### src/rtl/core/grmc_pkg.sv
// grmc_pkg: shared constants, types and elaboration-time tables of the column ray marcher
`default_nettype none

package grmc_pkg;

    // map and screen geometry
    localparam int MAP_W      = 32;
    localparam int MAP_H      = 16;
    localparam int VIEW_ROWS  = 40;
    localparam int VIEW_COLS  = 120;
    localparam int MAX_STEPS  = 160;

    // field widths
    localparam int POS_X_W    = 13;
    localparam int POS_Y_W    = 12;
    localparam int ANG_W      = 12;
    localparam int COL_W      = 7;
    localparam int STEP_W     = 8;
    localparam int CEIL_W     = 10;
    localparam int FLOOR_W    = 9;
    localparam int SHADE_W    = 3;
    localparam int KIND_W     = 2;

    // map register file: two 32-bit rows per 64-bit register
    localparam int CFG_REGS     = 8;
    localparam int CFG_IDX_W    = 3;
    localparam int CFG_DATA_W   = 64;
    localparam int CFG_ROW_BITS = 32;

    // angles, 4096 units per turn
    localparam int FOV          = 512;
    localparam int HALF_FOV     = FOV / 2;
    localparam int QUARTER_TURN = 1024;

    // quarter-wave sine table, Q1.14
    localparam int SIN_MAG_W   = 15;
    localparam int SIN_W       = SIN_MAG_W + 1;
    localparam int SIN_ONE     = 16384;
    localparam int QSIN_DEPTH  = QUARTER_TURN + 1;
    localparam int QSIN_IDX_W  = $clog2(QSIN_DEPTH);
    localparam longint PI_Q30  = 64'sd3373259426;

    // probe coordinates in 1/163840 cell: position*640 + direction*k
    localparam int     POS_SCALE      = 640;
    localparam int     STEPS_PER_CELL = 10;
    localparam int     CELL_SHIFT     = 15;
    localparam int     CELL_ODD       = 5;
    localparam longint CELL_UNITS     = 64'sd163840;
    localparam longint POS_SPAN_MAX   = longint'((2 ** POS_X_W) - 1) * POS_SCALE;
    localparam int     N_W = $clog2(POS_SPAN_MAX + longint'(SIN_ONE) * MAX_STEPS + 1) + 1;

    // cell index = (probe >> CELL_SHIFT) / CELL_ODD through a small table
    localparam int MAP_MAX   = (MAP_W > MAP_H) ? MAP_W : MAP_H;
    localparam int DIV_DEPTH = MAP_MAX * CELL_ODD;
    localparam int DIV_IDX_W = $clog2(DIV_DEPTH);
    localparam int CELL_W    = $clog2(MAP_MAX);
    localparam int CX_W      = $clog2(MAP_W);
    localparam int CY_W      = (MAP_H > 1) ? $clog2(MAP_H) : 1;

    // step counter and ceiling table
    localparam int K_W        = $clog2(MAX_STEPS + 1);
    localparam int CEIL_DEPTH = 2 ** K_W;

    // shade thresholds on the step count
    localparam int SHADE0_MAX = MAX_STEPS / 4;
    localparam int SHADE1_MAX = (MAX_STEPS - 1) / 3;
    localparam int SHADE2_MAX = (MAX_STEPS - 1) / 2;
    localparam int SHADE3_MAX = MAX_STEPS - 1;

    typedef enum logic [2:0] {
        ST_IDLE,
        ST_SIN_X,
        ST_SIN_Y,
        ST_LOAD,
        ST_MARCH,
        ST_DONE
    } t_state;

    typedef enum logic [KIND_W-1:0] {
        END_HIT   = 2'd0,
        END_LEFT  = 2'd1,
        END_LIMIT = 2'd2
    } t_end_kind;

    typedef enum logic [SHADE_W-1:0] {
        SHADE_FULL   = 3'd0,
        SHADE_DARK   = 3'd1,
        SHADE_MEDIUM = 3'd2,
        SHADE_LIGHT  = 3'd3,
        SHADE_NONE   = 3'd4
    } t_shade;

    // sequencer to march unit
    typedef struct packed {
        logic ld_dx;
        logic load;
        logic advance;
    } t_march_ctrl;

    // march unit to sequencer
    typedef struct packed {
        logic off_map;
        logic wall;
        logic last;
    } t_march_stat;

    typedef logic [SIN_MAG_W-1:0]     t_qsin_rom [QSIN_DEPTH];
    typedef logic [CELL_W-1:0]        t_div_tab  [DIV_DEPTH];
    typedef logic signed [CEIL_W-1:0] t_ceil_tab [CEIL_DEPTH];
    typedef logic [ANG_W-1:0]         t_col_tab  [2 ** COL_W];

    // restoring unsigned division, table building only
    function automatic longint unsigned f_udiv(longint unsigned n, longint unsigned d);
        longint unsigned rem;
        longint unsigned quo;
        rem = '0;
        quo = '0;
        for (int i = 63; i >= 0; i--) begin
            rem = {rem[62:0], n[i]};
            if (rem >= d) begin
                rem    = rem - d;
                quo[i] = 1'b1;
            end
        end
        return quo;
    endfunction

    // taylor series of sin(a*pi/2048) in Q30, rounded to Q14
    function automatic longint f_quarter_sine(int a);
        longint unsigned x;
        longint unsigned x2;
        longint unsigned term;
        longint          sum;
        logic            neg;
        x    = (longint'(a) * PI_Q30) >> 11;
        x2   = (x * x) >> 30;
        term = x;
        sum  = longint'(x);
        neg  = 1'b1;
        for (int k = 2; k <= 14; k += 2) begin
            term = f_udiv((term * x2) >> 30, longint'(k * (k + 1)));
            sum  = neg ? sum - longint'(term) : sum + longint'(term);
            neg  = !neg;
        end
        if (sum < 0) begin
            sum = 0;
        end
        return (sum + 32768) >>> 16;
    endfunction

    function automatic t_qsin_rom f_qsin_rom();
        t_qsin_rom tab;
        for (int a = 0; a < QSIN_DEPTH; a++) begin
            tab[a] = SIN_MAG_W'(f_quarter_sine(a));
        end
        return tab;
    endfunction

    function automatic t_div_tab f_div_tab();
        t_div_tab tab;
        for (int i = 0; i < DIV_DEPTH; i++) begin
            tab[i] = CELL_W'(f_udiv(longint'(i), longint'(CELL_ODD)));
        end
        return tab;
    endfunction

    // ceiling row trunc((rows*s - 2*10*rows) / (2*s)), toward zero
    function automatic t_ceil_tab f_ceil_tab();
        t_ceil_tab tab;
        longint    num;
        longint    den;
        longint    quo;
        for (int s = 0; s < CEIL_DEPTH; s++) begin
            if (s == 0) begin
                tab[s] = '0;
            end else begin
                num = longint'(VIEW_ROWS) * s - longint'(2 * STEPS_PER_CELL * VIEW_ROWS);
                den = 2 * longint'(s);
                if (num >= 0) begin
                    quo = longint'(f_udiv(num, den));
                end else begin
                    quo = -longint'(f_udiv(-num, den));
                end
                tab[s] = CEIL_W'(quo);
            end
        end
        return tab;
    endfunction

    // angle offset of each screen column, floor(col*FOV/VIEW_COLS) mod turn
    function automatic t_col_tab f_col_tab();
        t_col_tab tab;
        for (int c = 0; c < 2 ** COL_W; c++) begin
            tab[c] = ANG_W'(f_udiv(longint'(c) * FOV, longint'(VIEW_COLS)));
        end
        return tab;
    endfunction

endpackage

`default_nettype wire

### src/rtl/core/grmc_march_unit.sv
// grmc_march_unit: map registers, probe accumulators and the per-step cell test
`default_nettype none

module grmc_march_unit (
    input  wire logic                                i_clk,
    input  wire logic                                i_rst_n,
    input  wire grmc_pkg::t_march_ctrl               i_ctrl,
    input  wire logic [grmc_pkg::POS_X_W-1:0]        i_pos_x,
    input  wire logic [grmc_pkg::POS_Y_W-1:0]        i_pos_y,
    input  wire logic signed [grmc_pkg::SIN_W-1:0]   i_sine,
    input  wire logic                                i_cfg_wr_en,
    input  wire logic [grmc_pkg::CFG_IDX_W-1:0]      i_cfg_index,
    input  wire logic [grmc_pkg::CFG_DATA_W-1:0]     i_cfg_data,
    output grmc_pkg::t_march_stat                    o_stat,
    output logic [grmc_pkg::K_W-1:0]                 o_step
);
    import grmc_pkg::*;

    localparam t_div_tab DIV_TAB = f_div_tab();

    localparam logic signed [N_W-1:0] NEG_LIM = N_W'(-CELL_UNITS);
    localparam logic signed [N_W-1:0] X_LIM   = N_W'(longint'(MAP_W) * CELL_UNITS);
    localparam logic signed [N_W-1:0] Y_LIM   = N_W'(longint'(MAP_H) * CELL_UNITS);

    logic [CFG_DATA_W-1:0]   r_map [CFG_REGS];
    logic [MAP_W-1:0]        w_rows [MAP_H];
    logic signed [SIN_W-1:0] r_dx;
    logic signed [SIN_W-1:0] r_dy;
    logic signed [N_W-1:0]   r_nx;
    logic signed [N_W-1:0]   r_ny;
    logic [K_W-1:0]          r_k;

    logic signed [N_W-1:0]   w_dx_ext;
    logic signed [N_W-1:0]   w_dy_ext;
    logic signed [N_W-1:0]   w_sine_ext;
    logic signed [N_W-1:0]   w_base_x;
    logic signed [N_W-1:0]   w_base_y;
    logic                    w_x_off;
    logic                    w_y_off;
    logic [DIV_IDX_W-1:0]    w_x_idx;
    logic [DIV_IDX_W-1:0]    w_y_idx;
    logic [CELL_W-1:0]       w_x_q;
    logic [CELL_W-1:0]       w_y_q;
    logic [CX_W-1:0]         w_cx;
    logic [CY_W-1:0]         w_cy;

    // map register writes
    always_ff @(posedge i_clk) begin
        if (!i_rst_n) begin
            r_map <= '{default: '0};
        end else if (i_cfg_wr_en) begin
            r_map[i_cfg_index] <= i_cfg_data;
        end
    end

    // unpack rows: even rows in the low half, odd rows in the high half
    for (genvar r = 0; r < MAP_H; r++) begin : g_row
        assign w_rows[r] = r_map[r / 2][(r % 2) * CFG_ROW_BITS +: MAP_W];
    end

    // sign extension of directions and scaling of the start position
    assign w_dx_ext   = {{(N_W - SIN_W){r_dx[SIN_W-1]}}, r_dx};
    assign w_dy_ext   = {{(N_W - SIN_W){r_dy[SIN_W-1]}}, r_dy};
    assign w_sine_ext = {{(N_W - SIN_W){i_sine[SIN_W-1]}}, i_sine};
    assign w_base_x   = signed'((N_W'(i_pos_x) << 9) + (N_W'(i_pos_x) << 7));
    assign w_base_y   = signed'((N_W'(i_pos_y) << 9) + (N_W'(i_pos_y) << 7));

    // probe accumulators and step counter
    always_ff @(posedge i_clk) begin
        if (i_ctrl.ld_dx) begin
            r_dx <= i_sine;
        end
        if (i_ctrl.load) begin
            r_dy <= i_sine;
            r_nx <= w_base_x + w_dx_ext;
            r_ny <= w_base_y + w_sine_ext;
        end else if (i_ctrl.advance) begin
            r_nx <= r_nx + w_dx_ext;
            r_ny <= r_ny + w_dy_ext;
        end
    end

    always_ff @(posedge i_clk) begin
        if (!i_rst_n) begin
            r_k <= '0;
        end else if (i_ctrl.load) begin
            r_k <= K_W'(1);
        end else if (i_ctrl.advance) begin
            r_k <= r_k + K_W'(1);
        end
    end

    // cell of each probe coordinate, truncated toward zero
    always_comb begin
        w_x_off = (r_nx <= NEG_LIM) || (r_nx >= X_LIM);
        w_y_off = (r_ny <= NEG_LIM) || (r_ny >= Y_LIM);
        w_x_idx = r_nx[N_W-1] ? '0 : r_nx[CELL_SHIFT +: DIV_IDX_W];
        w_y_idx = r_ny[N_W-1] ? '0 : r_ny[CELL_SHIFT +: DIV_IDX_W];
        w_x_q   = DIV_TAB[w_x_idx];
        w_y_q   = DIV_TAB[w_y_idx];
        w_cx    = w_x_q[CX_W-1:0];
        w_cy    = w_y_q[CY_W-1:0];
    end

    // step status to the sequencer
    always_comb begin
        o_stat.off_map = w_x_off || w_y_off;
        o_stat.wall    = w_rows[w_cy][w_cx];
        o_stat.last    = (r_k == K_W'(MAX_STEPS));
    end

    assign o_step = r_k;

endmodule

`default_nettype wire

### config.mk
export PLATFORM = sky130hd
export DESIGN_NAME = grmc_march_unit
export DESIGN_NICKNAME = d
export VERILOG_FILES = /design/src/rtl/core/grmc_pkg.sv /design/src/rtl/core/grmc_march_unit.sv
export SDC_FILE = /design/constraint.sdc
export NUM_CORES = 2
export LEC_CHECK = 0
export ABC_AREA = 1
export BUFFER_PORTS_ARGS = -buffer_cell sky130_fd_sc_hd__buf_2
export CORE_ASPECT_RATIO = 2
export CORE_MARGIN = 5
export CORE_UTILIZATION = 45
export CTS_CLUSTER_DIAMETER = 30
export DETAILED_ROUTE_END_ITERATION = 10
export PLACE_DENSITY = 0.68
export SKIP_CTS_REPAIR_TIMING = 1
export SYNTH_ARGS = -nofsm -noshare
export SYNTH_HDL_FRONTEND = slang
export SYNTH_SLANG_ARGS = --single-unit
### constraint.sdc
create_clock -name i_clk -period 8.7 [get_ports i_clk]
set_clock_uncertainty 0.15 [all_clocks]
set_input_delay 2.61 -clock i_clk [delete_from_list [all_inputs] [get_ports i_clk]]
set_output_delay 2.61 -clock i_clk [all_outputs]
set_load 0.03 [all_outputs]
==> out/summary.txt <==
status -> completed
fillers -> 6882
Wirelength per Cell -> 18.83 µm
CTS tree -> done
crit path max fanout -> 183
RR Startpoint -> r_nx[0]
DR pass1 iterations -> 5
PwrDens -> 366.3 mW/mm²
WHS Endpoint -> r_map[83]
Remaining DRCs -> 0
Total Nets Final -> 4641
Leak -> 15.30 nW
sequential area share after synthesis -> 40.36%
synth top area cells -> dfxtp_1 (33%), o21ai_0 (10%), edfxtp_1 (7.6%), nand3_1 (7.5%), a21oi_1 (7.1%)
Syn. warnings -> 0
GPL Wtd Cong -> 0.8921
setup violators final -> 0
met1 WL -> 37.50 mm
site row count -> 137
largest stage delay on the critical path -> 0.57 ns
Tot GR Track Use -> 26.20%
clk buf depth -> 3
Yosys top cell area share -> 32.79%
Post-Route Setup TNS -> 0 ns
area delta synth->final -> 13.15%
Post-synth EDFFs -> 80
hold crit path type -> register to register
largest net degree at the start of global routing -> 184
fin crit share -> 87.47%
CP max stage cell -> edfxtp_1
met3 wire length -> 6.299 mm
first-pass GRT wire length -> 160.2 mm
Slew @ Worst Pin -> 1.173 ns
most used cell, CP -> nand2_1
CP arrival -> 4.85 ns
crit path capture type -> primary output
Cell Area, Synth -> 0.03175 mm²
Final ANT Viol Nets -> 0
final worst path period need -> 7.610 ns
antenna violations before repair -> 11
Hold Startpoint -> r_map[83]
asr flop ratio synth -> 0%
count leader, synth -> o21ai_0
Max Transition Viols Final -> 0
met2 wire length -> 51.08 mm
ys flop type -> dfxtp_1
Unique masters post-synth -> 50
Synth Area per Inst -> 7.117 µm²
clk sink count -> 600
number of synthesized register bits -> 600
DP Area -> 0.03271 mm²
synth cell count leaders -> o21ai_0 (632), nand2_1 (553), dfxtp_1 (520)
clock transition at the registers of the reported paths -> 0.06 ns
Core Region -> 0.06994 mm²
cells after synthesis -> 4461
initial drt markers -> 2357
Top Layer Used -> met5
r2r endpoint -> r_nx[22]
via count -> 30390
cts bufs inserted -> 91
share of layout cells above drive strength 1 -> 8.435%
average vias per placed instance -> 5.627
CP cell instances -> inv_4, nand2_1, inv_1, nand2_1, nand2_1, nand2_1, nand3_1, nand3_4, nand2_8, buf_12, nand2_1, o21ai_1, nand2_1, nand3_1, nand3_1, nand3_1, nand3_1, nand3_1, nand3_1, nand2_1, nand2_1, nand2_1, buf_2
startpoint types -> register
final HPWL from detailed placement -> 61.41 mm
post-route cell area -> 0.03592 mm²
worst-skew pair later-pin latency -> 0.68 ns
Starting Density -> 45.40%
Post-Syn Nets -> 4687
DIE AREA -> 0.07628 mm²
Synth area leader -> dfxtp_1
Congestion Overflow GR -> 0
slew margin rel. -> 21.81%
root buffer cell -> clkbuf_16
die height -> 385.6 µm
Final Hold Vio Count -> 0
worst setup path startpoint -> r_ny[23]
Fin Hold WS -> 0.3002 ns
vias in the first global route -> 29810
R2R Setup Slk -> 4.77 ns
fmax -> 131.4 MHz
R2R depth -> 23
Worst Path Required -> 5.94 ns
number of port buffers -> 124
critical path class -> register to primary output
max cap viols -> 0
IO Pins -> 125
final WL -> 101.7 mm
hold path depth -> 2
CTS H-tree depth -> 3
RSZ-0062 raised after global routing -> no
Max VDD drop -> 0.5147 mV
Die X -> 197.8 µm
-- worst max path at each step --
stage	cells past startpoint	slack (ns)	endpoint
2_1_floorplan	22	2.87	r_ny[22]
3_3_place_gp	23	1.83	o_stat[1]
3_5_place_dp	23	1.87	o_stat[1]
4_1_cts	23	1.12	o_stat[1]
5_1_grt	19	0.82	o_stat[1]
6_report	23	1.09	o_stat[1]
-- registers in the layout, summed over array words and instances, names as in the netlist --
signal  count
r_nx       24
r_map     512
r_dy       16
o_step      8
r_dx       16
r_ny       24
-- placed cells by master (no fill, tap or decap), types with 10 or more instances in the layout --
cell type / instances
edfxtp_1: 80
xnor2_1: 18
clkinvlp_4: 18
o211ai_1: 49
ha_1: 106
buf_4: 36
buf_2: 123
o21ai_0: 632
a21oi_1: 449
inv_6: 11
nand2_1: 552
dfxtp_1: 520
o21ai_1: 40
nand3_1: 475
xor2_1: 24
nor2_1: 492
o21bai_1: 10
clkinv_4: 15
nor3_1: 13
clkbuf_16: 91
nand3b_1: 131
inv_1: 450
-- report_power, final --
group | leakage (nW) | internal (mW) | switching, mW
logic | 8.75 | 1.90 | 4.35
registers | 5.03 | 3.01 | 0.123
clock network | 1.51 | 2.27 | 1.51
total | 15.3 | 7.18 | 5.98
-- critical path: cells and delay by family (launching register included) --
kind,cells,cell delay [ns]
compound gates,1,0.11
flops,1,0.57
buf+inv,4,1.02
simple gates,18,2.12
-- logic make-up after synthesis --
kind of cell / count (synthesis) / synth area share, %
AO/OA/AOI/OAI: 1223 / 20.06
XOR/XNOR: 42 / 1.159
adder cells (fa/ha/maj): 112 / 4.556
buffers and inverters: 773 / 9.774
flip-flops: 600 / 40.36
multiplexers: 1 / 0.03547
AND/OR/NAND/NOR: 1710 / 24.06
-- per-stage QoR --
| stage | setup WS, ns | total power, mW | utilization, % | cells |
|---|---|---|---|---|
| global route | 0.8240 | 13.97 | 51.35 | 5398 |
| global placement | 1.833 | 9.346 | 46.76 | 5225 |
| floorplan | 2.865 | 7.615 | - | 4461 |
| finish | 1.090 | 13.16 | 51.37 | 5401 |
| CTS | 1.119 | 13.15 | 51.35 | 5396 |
| detailed placement | 1.873 | 9.355 | 46.76 | 5225 |
-- layout make-up --
class                      instances  area (µm²)  area share (%)
clock buffer                     101        2375           6.611
timing repair buffer             167        1041           2.898
antenna                            5       12.51         0.03483
inverter                         467        1774           4.939
multi-input combinational       3088       15950           44.39
sequential                       600       12810           35.67
clock inverter                    70       830.8           2.313
tap                              903        1130           3.145
-- metal layers --
layer	global-route usage [%]	up-vias
met5	0	-
met1	28.32	14130
met4	16.60	4
li1	-	14820
met2	46.67	1070
met3	4.649	370
No activity file was read; power rests on OpenSTA's default activity.
